$ cat src/hw/rtl/rbrs_pkg.sv
// shared types and constants of the retry backoff request sequencer
package rbrs_pkg;

	localparam int TIME_BITS_DEF    = 48;
	localparam int BACKOFF_BITS_DEF = 32;
	localparam int QUEUE_DEPTH      = 2;

	localparam logic [10:0] RST_MAX_ATTEMPTS = 11'd3;
	localparam logic [31:0] RST_INIT_BACKOFF = 32'd100;
	localparam logic [31:0] RST_MAX_BACKOFF  = 32'd10000;
	localparam logic [15:0] RST_TARGET_NODE  = 16'd1;

	// status codes, same encoding on input and output
	localparam logic [2:0] ST_OK          = 3'd0;
	localparam logic [2:0] ST_UNAVAILABLE = 3'd1;
	localparam logic [2:0] ST_EXHAUSTED   = 3'd2;
	localparam logic [2:0] ST_IO_ERROR    = 3'd3;
	localparam logic [2:0] ST_OTHER       = 3'd4;
	localparam logic [2:0] ST_NONE        = 3'd5;

	typedef enum logic [1:0] {
		OP_BEGIN = 2'd0,
		OP_FAIL  = 2'd1,
		OP_RESP  = 2'd2,
		OP_NONE  = 2'd3
	} op_e;

	typedef enum logic [2:0] {
		OC_ACCEPTED   = 3'd0,
		OC_TERMINAL   = 3'd1,
		OC_PENDING    = 3'd2,
		OC_BACKOFF    = 3'd3,
		OC_BUDGET     = 3'd4,
		OC_NO_ATTEMPT = 3'd5,
		OC_OK_NO_FAIL = 3'd6
	} outcome_e;

	// classified request as it leaves the front
	typedef struct packed {
		op_e        op;
		logic [2:0] code;
		logic       retry;
	} cls_t;

	// result without the deadline, which is carried next to it
	typedef struct packed {
		outcome_e    outcome;
		logic [2:0]  phase;
		logic [10:0] attempt;
		logic [15:0] target;
		logic        dl_valid;
		logic [2:0]  status;
	} res_t;

endpackage

$ cat src/hw/rtl/retry_backoff_request_sequencer.sv
// top level: configuration registers, front, request queue, back and result queue
//
// Retry sequencer for one request with capped exponential backoff.
// Requests (opcode, now_ms, status) enter through push/full: a request
// is taken at an edge with push high and full low. Results leave through
// empty/pop: the oldest result sits on the result ports while empty is low
// and is taken at an edge with pop high. Each request gives one result.
// A request is decoded into the request queue, carried out by the back when it
// leaves that queue, and its result reaches the ports through the result queue;
// one request per cycle sustained while the result queue is not full, as the
// back updates its state in one step (one add, compares and a shift).
// When the receiver stops popping, the two-entry result queue fills, the
// back holds, the two-entry request queue fills and full rises.
// Reset empties both queues, puts the sequencer in idle with no attempts, no
// deadline and no recorded status, and loads the register reset values. Byte
// addresses 0 (max_attempts), 4 (initial_backoff_ms), 8 (max_backoff_ms), 12
// (target_node) hold the registers; the user writes only while idle, unchecked.
module retry_backoff_request_sequencer #(
	parameter int TIME_BITS    = rbrs_pkg::TIME_BITS_DEF,
	parameter int BACKOFF_BITS = rbrs_pkg::BACKOFF_BITS_DEF
) (
	input  logic                 clk,
	input  logic                 arst_n,
	input  logic                 psel,
	input  logic                 penable,
	input  logic                 pwrite,
	input  logic [3:0]           paddr,
	input  logic [31:0]          pwdata,
	output logic [31:0]          prdata,
	output logic                 pready,
	input  logic                 push,
	output logic                 full,
	input  logic [1:0]           opcode,
	input  logic [TIME_BITS-1:0] now_ms,
	input  logic [2:0]           status,
	output logic                 empty,
	input  logic                 pop,
	output logic [2:0]           outcome,
	output logic [2:0]           phase,
	output logic [10:0]          attempt_number,
	output logic [15:0]          attempt_target,
	output logic                 deadline_valid,
	output logic [TIME_BITS-1:0] retry_deadline_ms,
	output logic [2:0]           recorded_status
);
	import rbrs_pkg::*;

	localparam logic [1:0] REG_MAX_ATTEMPTS = 2'd0;
	localparam logic [1:0] REG_INIT_BACKOFF = 2'd1;
	localparam logic [1:0] REG_MAX_BACKOFF  = 2'd2;
	localparam logic [1:0] REG_TARGET_NODE  = 2'd3;

	localparam int REQ_WIDTH = $bits(cls_t) + TIME_BITS;
	localparam int RES_WIDTH = $bits(res_t) + TIME_BITS;

	logic [10:0]             max_attempts_q;
	logic [BACKOFF_BITS-1:0] init_backoff_q;
	logic [BACKOFF_BITS-1:0] max_backoff_q;
	logic [15:0]             target_node_q;
	logic                    cfg_wr;
	logic                    init_wr;

	cls_t                    in_cls;
	cls_t                    req_cls;
	logic [REQ_WIDTH-1:0]    req_rdata;
	logic [TIME_BITS-1:0]    req_now;
	logic                    req_empty;
	logic                    req_take;

	res_t                    res;
	res_t                    res_out;
	logic [TIME_BITS-1:0]    res_deadline;
	logic [RES_WIDTH-1:0]    res_rdata;
	logic                    res_full;
	logic                    res_push;

	// configuration port
	assign pready  = 1'b1;
	assign cfg_wr  = psel && penable && pwrite && pready;
	assign init_wr = cfg_wr && (paddr[3:2] == REG_INIT_BACKOFF);

	always_ff @(posedge clk or negedge arst_n) begin
		if (!arst_n) begin
			max_attempts_q <= RST_MAX_ATTEMPTS;
			init_backoff_q <= BACKOFF_BITS'(RST_INIT_BACKOFF);
			max_backoff_q  <= BACKOFF_BITS'(RST_MAX_BACKOFF);
			target_node_q  <= RST_TARGET_NODE;
		end else if (cfg_wr) begin
			unique case (paddr[3:2])
				REG_MAX_ATTEMPTS: max_attempts_q <= pwdata[10:0];
				REG_INIT_BACKOFF: init_backoff_q <= BACKOFF_BITS'(pwdata);
				REG_MAX_BACKOFF:  max_backoff_q  <= BACKOFF_BITS'(pwdata);
				REG_TARGET_NODE:  target_node_q  <= pwdata[15:0];
				default: ;
			endcase
		end
	end

	always_comb begin
		unique case (paddr[3:2])
			REG_MAX_ATTEMPTS: prdata = 32'(max_attempts_q);
			REG_INIT_BACKOFF: prdata = 32'(init_backoff_q);
			REG_MAX_BACKOFF:  prdata = 32'(max_backoff_q);
			REG_TARGET_NODE:  prdata = 32'(target_node_q);
			default:          prdata = '0;
		endcase
	end

	rbrs_front u_front (
		.opcode (opcode),
		.status (status),
		.cls    (in_cls)
	);

	rbrs_fifo #(
		.WIDTH (REQ_WIDTH),
		.DEPTH (QUEUE_DEPTH)
	) u_req_queue (
		.clk    (clk),
		.arst_n (arst_n),
		.push   (push),
		.wdata  ({in_cls, now_ms}),
		.full   (full),
		.pop    (req_take),
		.rdata  (req_rdata),
		.empty  (req_empty)
	);

	assign req_cls = cls_t'(req_rdata[REQ_WIDTH-1:TIME_BITS]);
	assign req_now = req_rdata[TIME_BITS-1:0];

	// the backoff reload takes the value being written, not the old register
	rbrs_back #(
		.TIME_BITS    (TIME_BITS),
		.BACKOFF_BITS (BACKOFF_BITS)
	) u_back (
		.clk          (clk),
		.arst_n       (arst_n),
		.max_attempts (max_attempts_q),
		.init_backoff (BACKOFF_BITS'(pwdata)),
		.max_backoff  (max_backoff_q),
		.target_node  (target_node_q),
		.init_wr      (init_wr),
		.req_valid    (!req_empty),
		.req_cls      (req_cls),
		.req_now      (req_now),
		.req_take     (req_take),
		.res_full     (res_full),
		.res_push     (res_push),
		.res          (res),
		.res_deadline (res_deadline)
	);

	rbrs_fifo #(
		.WIDTH (RES_WIDTH),
		.DEPTH (QUEUE_DEPTH)
	) u_res_queue (
		.clk    (clk),
		.arst_n (arst_n),
		.push   (res_push),
		.wdata  ({res, res_deadline}),
		.full   (res_full),
		.pop    (pop),
		.rdata  (res_rdata),
		.empty  (empty)
	);

	assign res_out           = res_t'(res_rdata[RES_WIDTH-1:TIME_BITS]);
	assign outcome           = res_out.outcome;
	assign phase             = res_out.phase;
	assign attempt_number    = res_out.attempt;
	assign attempt_target    = res_out.target;
	assign deadline_valid    = res_out.dl_valid;
	assign recorded_status   = res_out.status;
	assign retry_deadline_ms = res_rdata[TIME_BITS-1:0];

endmodule

$ cat src/hw/rtl/rbrs_fifo.sv
// small first-in first-out queue used between the parts of the sequencer
module rbrs_fifo #(
	parameter int WIDTH = 8,
	parameter int DEPTH = 2
) (
	input  logic             clk,
	input  logic             arst_n,
	input  logic             push,
	input  logic [WIDTH-1:0] wdata,
	output logic             full,
	input  logic             pop,
	output logic [WIDTH-1:0] rdata,
	output logic             empty
);
	localparam int PTR_BITS = (DEPTH > 1) ? $clog2(DEPTH) : 1;
	localparam int CNT_BITS = $clog2(DEPTH + 1);

	logic [WIDTH-1:0]    mem_q [DEPTH];
	logic [PTR_BITS-1:0] wr_ptr_q;
	logic [PTR_BITS-1:0] rd_ptr_q;
	logic [CNT_BITS-1:0] count_q;
	logic                do_push;
	logic                do_pop;

	assign full    = (count_q == CNT_BITS'(DEPTH));
	assign empty   = (count_q == '0);
	assign do_push = push && !full;
	assign do_pop  = pop && !empty;
	assign rdata   = mem_q[rd_ptr_q];

	always_ff @(posedge clk) begin
		if (do_push) begin
			mem_q[wr_ptr_q] <= wdata;
		end
	end

	always_ff @(posedge clk or negedge arst_n) begin
		if (!arst_n) begin
			wr_ptr_q <= '0;
			rd_ptr_q <= '0;
			count_q  <= '0;
		end else begin
			if (do_push) begin
				wr_ptr_q <= (wr_ptr_q == PTR_BITS'(DEPTH - 1)) ? '0 : wr_ptr_q + 1'b1;
			end
			if (do_pop) begin
				rd_ptr_q <= (rd_ptr_q == PTR_BITS'(DEPTH - 1)) ? '0 : rd_ptr_q + 1'b1;
			end
			if (do_push && !do_pop) begin
				count_q <= count_q + 1'b1;
			end else if (do_pop && !do_push) begin
				count_q <= count_q - 1'b1;
			end
		end
	end

`ifndef SYNTHESIS
	a_no_push_when_full: assert property (@(posedge clk) disable iff (!arst_n)
		full |=> (count_q == CNT_BITS'(DEPTH)) || $past(do_pop))
		else $error("queue count moved past its depth");
	a_count_step: assert property (@(posedge clk) disable iff (!arst_n)
		(do_push && !do_pop) |=> count_q == $past(count_q) + 1'b1)
		else $error("queue count did not follow a lone push");
	a_ptrs_meet_when_empty: assert property (@(posedge clk) disable iff (!arst_n)
		empty |-> wr_ptr_q == rd_ptr_q)
		else $error("queue pointers differ while empty");
`endif

endmodule

$ cat src/hw/rtl/rbrs_front.sv
// front: decodes the opcode and classifies the status of each request
module rbrs_front (
	input  logic [1:0]          opcode,
	input  logic [2:0]          status,
	output rbrs_pkg::cls_t      cls
);
	import rbrs_pkg::*;

	logic [2:0] code;

	// unknown status codes count as other failure
	assign code = (status > ST_OTHER) ? ST_OTHER : status;

	always_comb begin
		cls.code  = code;
		cls.retry = (code == ST_UNAVAILABLE) || (code == ST_EXHAUSTED) || (code == ST_IO_ERROR);
		unique case (opcode)
			2'd0:    cls.op = OP_BEGIN;
			2'd1:    cls.op = OP_FAIL;
			2'd2:    cls.op = OP_RESP;
			default: cls.op = OP_NONE;
		endcase
	end

endmodule

$ cat src/hw/rtl/rbrs_back.sv
// back: phase state machine, attempt budget and backoff deadline
module rbrs_back #(
	parameter int TIME_BITS    = rbrs_pkg::TIME_BITS_DEF,
	parameter int BACKOFF_BITS = rbrs_pkg::BACKOFF_BITS_DEF
) (
	input  logic                    clk,
	input  logic                    arst_n,
	input  logic [10:0]             max_attempts,
	input  logic [BACKOFF_BITS-1:0] init_backoff,
	input  logic [BACKOFF_BITS-1:0] max_backoff,
	input  logic [15:0]             target_node,
	input  logic                    init_wr,
	input  logic                    req_valid,
	input  rbrs_pkg::cls_t          req_cls,
	input  logic [TIME_BITS-1:0]    req_now,
	output logic                    req_take,
	input  logic                    res_full,
	output logic                    res_push,
	output rbrs_pkg::res_t          res,
	output logic [TIME_BITS-1:0]    res_deadline
);
	import rbrs_pkg::*;

	localparam int SUM_BITS = ((TIME_BITS > BACKOFF_BITS) ? TIME_BITS : BACKOFF_BITS) + 1;

	typedef enum logic [2:0] {
		PH_IDLE    = 3'd0,
		PH_WAIT    = 3'd1,
		PH_BACKOFF = 3'd2,
		PH_DONE    = 3'd3,
		PH_FAIL    = 3'd4
	} phase_t;

	phase_t                  phase_q, phase_d;
	logic [10:0]             cnt_q, cnt_d;
	logic [BACKOFF_BITS-1:0] bo_q, bo_d;
	logic [TIME_BITS-1:0]    dl_q, dl_d;
	logic                    dl_set_q, dl_set_d;
	logic [2:0]              status_q, status_d;
	outcome_e                outcome;
	logic                    accepted;

	logic [SUM_BITS-1:0]     sum;
	logic [TIME_BITS-1:0]    dl_sat;
	logic [BACKOFF_BITS:0]   twice;
	logic [BACKOFF_BITS-1:0] bo_next;
	logic                    budget_out;

	assign req_take = req_valid && !res_full;
	assign res_push = req_take;

	assign sum    = SUM_BITS'(req_now) + SUM_BITS'(bo_q);
	assign dl_sat = (sum > SUM_BITS'({TIME_BITS{1'b1}})) ? '1 : TIME_BITS'(sum);
	assign twice  = {bo_q, 1'b0};
	// doubles up to the cap, stays put once at or above it
	assign bo_next = (bo_q >= max_backoff) ? bo_q :
		(twice > {1'b0, max_backoff}) ? max_backoff : BACKOFF_BITS'(twice);
	assign budget_out = (cnt_q >= max_attempts);

	always_comb begin
		phase_d  = phase_q;
		cnt_d    = cnt_q;
		bo_d     = bo_q;
		dl_d     = dl_q;
		dl_set_d = dl_set_q;
		status_d = status_q;
		outcome  = OC_ACCEPTED;
		accepted = 1'b0;
		unique case (req_cls.op)
			OP_BEGIN: begin
				priority if (phase_q == PH_DONE || phase_q == PH_FAIL) begin
					outcome = OC_TERMINAL;
				end else if (phase_q == PH_WAIT) begin
					outcome = OC_PENDING;
				end else if (phase_q == PH_BACKOFF && req_now < dl_q) begin
					outcome = OC_BACKOFF;
				end else if (budget_out) begin
					outcome = OC_BUDGET;
				end else begin
					accepted = 1'b1;
					cnt_d    = cnt_q + 11'd1;
					phase_d  = PH_WAIT;
					dl_d     = '0;
					dl_set_d = 1'b0;
				end
			end
			OP_FAIL, OP_RESP: begin
				priority if (phase_q != PH_WAIT) begin
					outcome = OC_NO_ATTEMPT;
				end else if (req_cls.code == ST_OK && req_cls.op == OP_FAIL) begin
					outcome = OC_OK_NO_FAIL;
				end else if (req_cls.code == ST_OK) begin
					status_d = ST_OK;
					phase_d  = PH_DONE;
					dl_d     = '0;
					dl_set_d = 1'b0;
				end else if (!req_cls.retry || budget_out) begin
					status_d = req_cls.code;
					phase_d  = PH_FAIL;
					dl_d     = '0;
					dl_set_d = 1'b0;
				end else begin
					status_d = req_cls.code;
					phase_d  = PH_BACKOFF;
					dl_d     = dl_sat;
					dl_set_d = 1'b1;
					bo_d     = bo_next;
				end
			end
			OP_NONE: begin
				outcome = OC_NO_ATTEMPT;
			end
			default: begin
				outcome = OC_NO_ATTEMPT;
			end
		endcase
	end

	always_comb begin
		res.outcome  = outcome;
		res.phase    = phase_d;
		res.attempt  = cnt_d;
		res.target   = accepted ? target_node : 16'd0;
		res.dl_valid = dl_set_d;
		res.status   = status_d;
		res_deadline = dl_set_d ? dl_d : '0;
	end

	always_ff @(posedge clk or negedge arst_n) begin
		if (!arst_n) begin
			phase_q  <= PH_IDLE;
			cnt_q    <= '0;
			bo_q     <= BACKOFF_BITS'(RST_INIT_BACKOFF);
			dl_q     <= '0;
			dl_set_q <= 1'b0;
			status_q <= ST_NONE;
		end else if (req_take) begin
			phase_q  <= phase_d;
			cnt_q    <= cnt_d;
			bo_q     <= bo_d;
			dl_q     <= dl_d;
			dl_set_q <= dl_set_d;
			status_q <= status_d;
		end else if (init_wr && cnt_q == '0) begin
			// new initial delay takes effect while no attempt has started
			bo_q <= init_backoff;
		end
	end

`ifndef SYNTHESIS
	a_deadline_only_in_backoff: assert property (@(posedge clk) disable iff (!arst_n)
		dl_set_q |-> phase_q == PH_BACKOFF)
		else $error("deadline set outside backoff");
	a_attempts_never_drop: assert property (@(posedge clk) disable iff (!arst_n)
		1'b1 |=> cnt_q >= $past(cnt_q))
		else $error("attempt count went down");
	a_success_sticks: assert property (@(posedge clk) disable iff (!arst_n)
		phase_q == PH_DONE |=> phase_q == PH_DONE)
		else $error("left the succeeded phase");
	a_accept_means_waiting: assert property (@(posedge clk) disable iff (!arst_n)
		(res_push && res.outcome == OC_ACCEPTED && req_cls.op == OP_BEGIN)
			|=> phase_q == PH_WAIT)
		else $error("accepted begin did not start waiting");
`endif

endmodule
$ cat config.mk
export PLATFORM = sky130hd
export DESIGN_NAME = retry_backoff_request_sequencer
export DESIGN_NICKNAME = d
export VERILOG_FILES = /design/src/hw/rtl/rbrs_pkg.sv /design/src/hw/rtl/retry_backoff_request_sequencer.sv /design/src/hw/rtl/rbrs_fifo.sv /design/src/hw/rtl/rbrs_front.sv /design/src/hw/rtl/rbrs_back.sv
export SDC_FILE = /design/constraint.sdc
export NUM_CORES = 1
export LEC_CHECK = 0
export CORE_ASPECT_RATIO = 1.1
export CORE_MARGIN = 3
export CORE_UTILIZATION = 52
export CTS_BUF_LIST = sky130_fd_sc_hd__clkbuf_16
export DETAILED_ROUTE_END_ITERATION = 8
export DONT_BUFFER_PORTS = 1
export GPL_ROUTABILITY_DRIVEN = 0
export HOLD_SLACK_MARGIN = 0.06
export PLACE_DENSITY = 0.67
export SYNTH_ARGS = -nofsm -noshare
export SYNTH_HDL_FRONTEND = slang
export SYNTH_SLANG_ARGS = --single-unit
$ cat constraint.sdc
create_clock -name clk -period 6.55 [get_ports clk]
set_input_delay 0 -clock clk [delete_from_list [all_inputs] [get_ports clk]]
set_output_delay 0 -clock clk [all_outputs]
set_load 0.02 [all_outputs]
==> impl_results.md, run 1 <==
- Via/cell ratio: between 6 and 7
- TritonCTS Sinks: about 480
- Vias in the first global route: 19,100
- Pleak: between 0.01 and 0.015 uW
- Setup slack, reg-to-reg: between 1000 and 1500 ps
- Initial core utilization: 0.528
- Largest cells by area after synthesis: edfxtp_1 (32%), dfrtp_1 (17%), mux2_2 (9.6%), ha_1 (7.7%), nand2_1 (3.1%)
- Total gr overflow: 0
- Seq cells post-synth: 475
- Critical path class: reg2reg
- Largest net degree at the start of global routing: about 200
- Post-Route WL: approximately 71,000 um
- First-pass detailed-route iteration total: 5
- Reg2Reg Depth: 12
- WHS Endpoint: u_req_queue.mem_q[0][45]
- Post-route setup TNS: 0 ps
- CP max FO: 45
- Post-synth EDFFs: between 200 and 300
- Ys flop type: edfxtp_1
- Worst hold path class: in2reg
- Hold_sp: now_ms[45]
- Synthesis warning total: 0
- DR DRC count: 0
- Total GRT Usage: 0.270
- Die ar.: 52,600 sq um
- Clk_lat worst skew: around 600 ps
- Final #Nets: 2,647
- Ratio of cells with drive above 1 in the final layout: 0.165
- Power, Total: 15,300 uW
- Final hold vios: 0
- Initial antenna violation count: 4
- Vert. Die Dim: about 240 um
- Crit path required time: 6920 ps
- Async set or reset register ratio after synthesis: 0.415
- Max Cap Viol: 0
- # rows: 85
- Synthesized cell area: 26,000 sq um
- Post-DRT Antenna Nets: 0
- DP HPWL: between 40,000 and 50,000 um
- PortBufs: 0
- Core outline area: slightly below 50,000 sq um
- Fmax: 184 MHz
- First-pass GRT wire length: roughly 110,000 um
- CTS clk-pin slew, worst paths: around 60 ps
- Worst hold path depth: 1
- Min cycle time layout: 5430 ps
- Area grow syn2layout: 15.6%
- Die Width: between 200 and 250 um
- Post-Syn Instances: around 2,200
- CTS H-tree lvls: 2
- Outcome: complete, no violations
- Count of final max-slew check failures: 0
- Syn_nets: around 2,500
- Post-synth top area share: 0.322
- Dominant cell type by area after synthesis: edfxtp_1
- Max IR drop VDD: about 0.35 mV
- R2r startpoint: u_req_queue.rd_ptr_q
- Root Driver: clkbuf_16
- Via count: approximately 19,000
- Worst slew margin: 0.223
- Reg2Reg Capture Point: u_res_queue.mem_q[0][6]
- TritonCTS clock tree: done
- Seq/Total Area, Yosys: 0.512
- Pwr/cell area: 511 nW/um^2
- Clock Tree Buf Depth: 3
- Final setup viols: 0
- Synth cell types: 98
- Filler instances: slightly below 4,000
- Worst slew pin tran: ~1200 ps
- Clk_skew: about 22 ps
- Post-route clock period utilization: 0.829
- Crit path DAT: 5810 ps
- Synth Area per Inst: 11.6 sq um
- # IOs: about 220
- Crit. End Element: flip-flop
- CTS buffer count: 49
- Setup crit start kind: flip-flop
- RSZ-0062 raised after global routing: false
- Iter 0 DRT Violations: approximately 1,700
- Routed WL per cell: 23.1 um
## how the worst max path moves through the flow
stage	from	endpoint	slack [ps]	depth (start not counted)
finish	u_req_queue.rd_ptr_q	u_res_queue.mem_q[0][6]	1120	12
global route	u_req_queue.rd_ptr_q	u_res_queue.mem_q[1][7]	850	12
CTS	u_req_queue.rd_ptr_q	u_res_queue.mem_q[0][24]	1270	12
detailed placement	u_req_queue.rd_ptr_q	u_res_queue.mem_q[1][24]	1300	12
global placement	u_req_queue.rd_ptr_q	u_back.dl_q[44]	1420	12
floorplan	u_res_queue.count_q[1]	u_res_queue.mem_q[0][0]	1190	6
## flip-flops by register name (all words and copies together) (netlist names), 3 cells and up
name and count:
u_back.dl_q 48, u_res_queue.mem_q 170, max_attempts_q 11, u_req_queue.mem_q 108, target_node_q 16, init_backoff_q 32, u_back.cnt_q 11, u_back.phase_q 3
u_back.bo_q 32, max_backoff_q 32, u_back.status_q 3
## layer usage
layer | vias to the layer above | share of wire | wire (um) | global-route usage
met3 | 150 | 0.064 | 4520 | 0.0440
met5 | - | 0.00018 | 13 | 0
met2 | 690 | 0.48 | 34300 | 0.448
li1 | 8646 | - | - | -
met4 | 2 | 0.031 | 2210 | 0.0902
met1 | 9391 | 0.42 | 30200 | 0.363
## layout make-up
cell class | instances | area, sq um | area share
Tap cell | 652 | 816 | 0.0272
Sequential cell | 475 | 13300 | 0.443
Clock inverter | 43 | 358 | 0.0119
Clock buffer | 49 | 1230 | 0.0409
Antenna cell | 3 | 7.51 | 0.000250
Multi-Input combinational cell | 1542 | 11900 | 0.395
Timing Repair Buffer | 203 | 1990 | 0.0662
Inverter | 119 | 447 | 0.0149
## layout by cell type, fill, tap and decap left out, drive strengths merged, types with 23 or more instances in the layout
master	count
a21oi	96
nand3	48
nor2	85
nor3	23
edfxtp	278
o22ai	26
a21o	45
a22o	27
buf	26
xnor2	40
dlygate4sd3	177
ha	160
nand4	36
o21ai	157
mux2	222
mux2i	52
nand2	218
and2	30
dfrtp	181
inv	132
clkbuf	49
## cell usage after synthesis, types with 29 or more instances
library cell	number
a21o_1	44
a21oi_1	96
and2_1	29
clkbuf_1	57
dfrtp_1	181
edfxtp_1	278
ha_1	160
inv_1	117
mux2_2	222
mux2i_1	52
nand2_1	217
nand3_1	47
nand4_1	36
nor2_1	84
o21ai_0	145
xnor2_1	40
## critical path, stage by stage (launching register included)
cell and delay, ps:
dfrtp_2 980, buf_4 480, mux2_2 420, ha_1 460, a21o_1 250, a21oi_1 60
or4_1 450, or2_0 270, o221ai_4 290, o2111ai_4 250, nand2_2 550, o21ai_0 290
a21oi_1 380
## through the flow
stage	instance area [sq um]	instances	setup WS, ps	utilization	hold WS (ps)
2_1_floorplan	26000	2236	1190	-	-296
3_3_place_gp	26600	2813	1420	0.542	-287
3_5_place_dp	26600	2813	1300	0.542	-286
4_1_cts	30000	3083	1270	0.611	60.9
5_1_grt	30000	3086	850	0.611	76.1
6_report	30000	3086	1120	0.611	83.9
## kinds of logic (layout without fill, tap and decap cells)
kind of cell | count (synthesis) | in the layout | share of synthesized area
buffers and inverters | 219 | 414 | 0.0336
and+or+nand+nor | 533 | 533 | 0.101
adders and majority gates | 161 | 161 | 0.0779
xor gates and xnor gates | 57 | 57 | 0.0192
other | 1 | 4 | 0.000144
DFF | 475 | 475 | 0.512
muxes | 285 | 285 | 0.126
AOI/OAI and AO/OA | 505 | 505 | 0.130
## where the power goes
part           internal (uW)  switching (uW)  total (uW)
clock network           1540            1210        2750
logic                   2670            4730        7400
registers               4500             683        5190
total                   8710            6630       15300
## what timing repair did
item,in CTS,in global routing
buffers inserted,0,0
endpoints found under the hold margin,434,0
hold buffers,178,0
gates resized for setup,0,0
No activity file was read; power rests on OpenSTA's default activity.
==> run 2, diff against run 1 <==
--- a/config.mk
+++ b/config.mk
@@ -13,7 +13,7 @@
 export DONT_BUFFER_PORTS = 1
 export GPL_ROUTABILITY_DRIVEN = 0
 export HOLD_SLACK_MARGIN = 0.06
-export PLACE_DENSITY = 0.67
+export PLACE_DENSITY = 0.7
 export SYNTH_ARGS = -nofsm -noshare
 export SYNTH_HDL_FRONTEND = slang
 export SYNTH_SLANG_ARGS = --single-unit
==> constraint.sdc (replaced) <==
create_clock -name clk -period 4.8 [get_ports clk]
set_input_delay 0 -clock clk [delete_from_list [all_inputs] [get_ports clk]]
set_output_delay 0 -clock clk [all_outputs]
set_load 0.02 [all_outputs]
==> impl_results.md, run 2 (synthesized netlist as in run 1, its figures left out) <==
- Initial antenna violation count: 5
- Placed insts: between 2,000 and 3,000
- Final hold vios: 0
- Total gr overflow: 0
- Largest Register: u_res_queue.mem_q
- Max FFs per register: 170
- Via/cell ratio: around 6.1
- Core outline area: between 40,000 and 50,000 sq um
- DR DRC count: 0
- Pleak: approximately 0.012 uW
- Vias in the first global route: 18,900
- Final cell count without fillers: just over 3,000
- Die ar.: roughly 53,000 sq um
- Post-Route WL: around 71,000 um
- DP HPWL: about 51,000 um
- Die Width: approximately 220 um
- Vert. Die Dim: 240 um
- Total GRT Usage: 0.270
- Crit path required time: a little over 5000 ps
- CTS buffer count: 49
- CTS clk-pin slew, worst paths: around 60 ps
- TritonCTS Sinks: between 400 and 500
- Max Cap Viol: 0
- Worst Setup SP: u_req_queue.rd_ptr_q
- Initial core utilization: 0.528
- Endpoint of the worst setup timing path: u_res_queue.mem_q[0][44]
- CTS H-tree lvls: 2
- Worst hold margin: approximately 86 ps
- RSZ-0062 raised after global routing: false
- Clk_skew: about 28 ps
- R2r startpoint: u_req_queue.rd_ptr_q
- First-pass detailed-route iteration total: 6
- Crit. End Element: flip-flop
- Reg area: approximately 13,000 sq um
- Reg2Reg Depth: 11
- Final #Nets: between 2,000 and 3,000
- Pwr/cell area: approximately 700 nW/um^2
- Worst slew pin tran: between 1000 and 1500 ps
- PortBufs: 0
- Clock Tree Buf Depth: 3
- Ratio of cells with drive above 1 in the final layout: 0.178
- Worst hold path class: in2reg
- Setup crit start kind: flip-flop
- Leading registers by flop count: u_res_queue.mem_q x170, u_req_queue.mem_q x108, u_back.dl_q x48
- Area grow syn2layout: 15.8%
- Reg2Reg Capture Point: u_res_queue.mem_q[0][44]
- Clk_lat worst skew: approximately 610 ps
- Worst slew margin: 0.285
- Area of the multi-input gates: ~12,000 sq um
- First-pass GRT wire length: 110,000 um
- TritonCTS clock tree: done
- Count of final max-slew check failures: 0
- Crit path DAT: 4760 ps
- Largest net degree at the start of global routing: just under 200
- Post-route setup TNS: 0 ps
- Critical path class: reg2reg
- Fmax: approximately 220 MHz
- Final setup viols: 0
- # IOs: around 220
- Max IR drop VDD: 0.372 mV
- Setup slack, reg-to-reg: roughly 350 ps
- Most frequent cells in the layout: edfxtp_1 (278), mux2_2 (222), nand2_1 (217)
- Post-route clock period utilization: 0.926
- Routed WL per cell: around 23 um
- Filler instances: just under 4,000
- Min cycle time layout: ~4400 ps
- Outcome: complete, no violations
- Iter 0 DRT Violations: 1,838
- Power, Total: around 21,000 uW
- CP max FO: 23
- Root Driver: clkbuf_16
- # rows: 85
- Via count: 19,000
- Commonest non-fill, non-tap cell in the layout: edfxtp_1
- Post-DRT Antenna Nets: 0
run 2: cell types whose count changed in the layout (fill, tap and decap cells not counted), sizes merged:
cell         previous run  this run
clkinvlp                4         5
clkinv                 22        27
inv                   132       124
diode                   3         5
buf                    26        60
dlygate4sd3           177       152
run 2: repair_timing:
item,CTS,global route
endpoints found under the hold margin,463,0
setup endpoints to repair,0,9
buffers inserted,0,1
resized for setup,0,0
hold buffers,153,0
run 2: stage by stage:
step	instance area, sq um	worst slack [ps]	util
6_report	30100	354	0.612
5_1_grt	30100	40.8	0.612
4_1_cts	30000	233	0.611
3_5_place_dp	26900	306	0.548
3_3_place_gp	26900	408	0.548
2_1_floorplan	26000	64.3	-
run 2: report_power, final:
part	internal, uW	leakage [uW]	switching, uW
logic	3840	0.00605	6460
registers	6150	0.00514	981
clock network	2090	0.000772	1640
run 2: worst min path at each step:
stage | to | startpoint | depth (start not counted) | slack (ps)
after floorplan | init_backoff_q[0] | arst_n | 0 | -300
after global placement | init_backoff_q[20] | arst_n | 0 | -290
after detailed placement | init_backoff_q[20] | arst_n | 0 | -290
after CTS | u_req_queue.mem_q[0][42] | now_ms[42] | 1 | 60
after global routing | u_req_queue.mem_q[0][7] | now_ms[7] | 1 | 60
final | u_req_queue.mem_q[0][7] | now_ms[7] | 1 | 90
run 2: critical path: stages, from the launching register on:
cell	delay [ps]
dfrtp_4	710
buf_12	230
mux2_2	390
ha_1	400
nand2_1	110
or4_1	570
or2_0	270
o221ai_4	300
o211ai_4	210
a211oi_1	560
mux2i_1	260
nand3_1	120
run 2: cell type report:
| cell class | count | area share |
|---|---|---|
| antenna | 5 | 0.000416 |
| clock buffer | 49 | 0.0408 |
| clock inverter | 41 | 0.0113 |
| inverter | 119 | 0.0149 |
| multi-input combinational | 1542 | 0.395 |
| sequential | 475 | 0.443 |
| tap | 652 | 0.0271 |
| timing repair buffer | 212 | 0.0683 |
run 2: routing by layer:
metal  wire, um  GRT usage  vias up
met1      29600      0.361     9326
li1           -          -     8680
met3       4910     0.0455      143
met5          0          0        -
met4       2290     0.0852        0
met2      34500      0.452      805
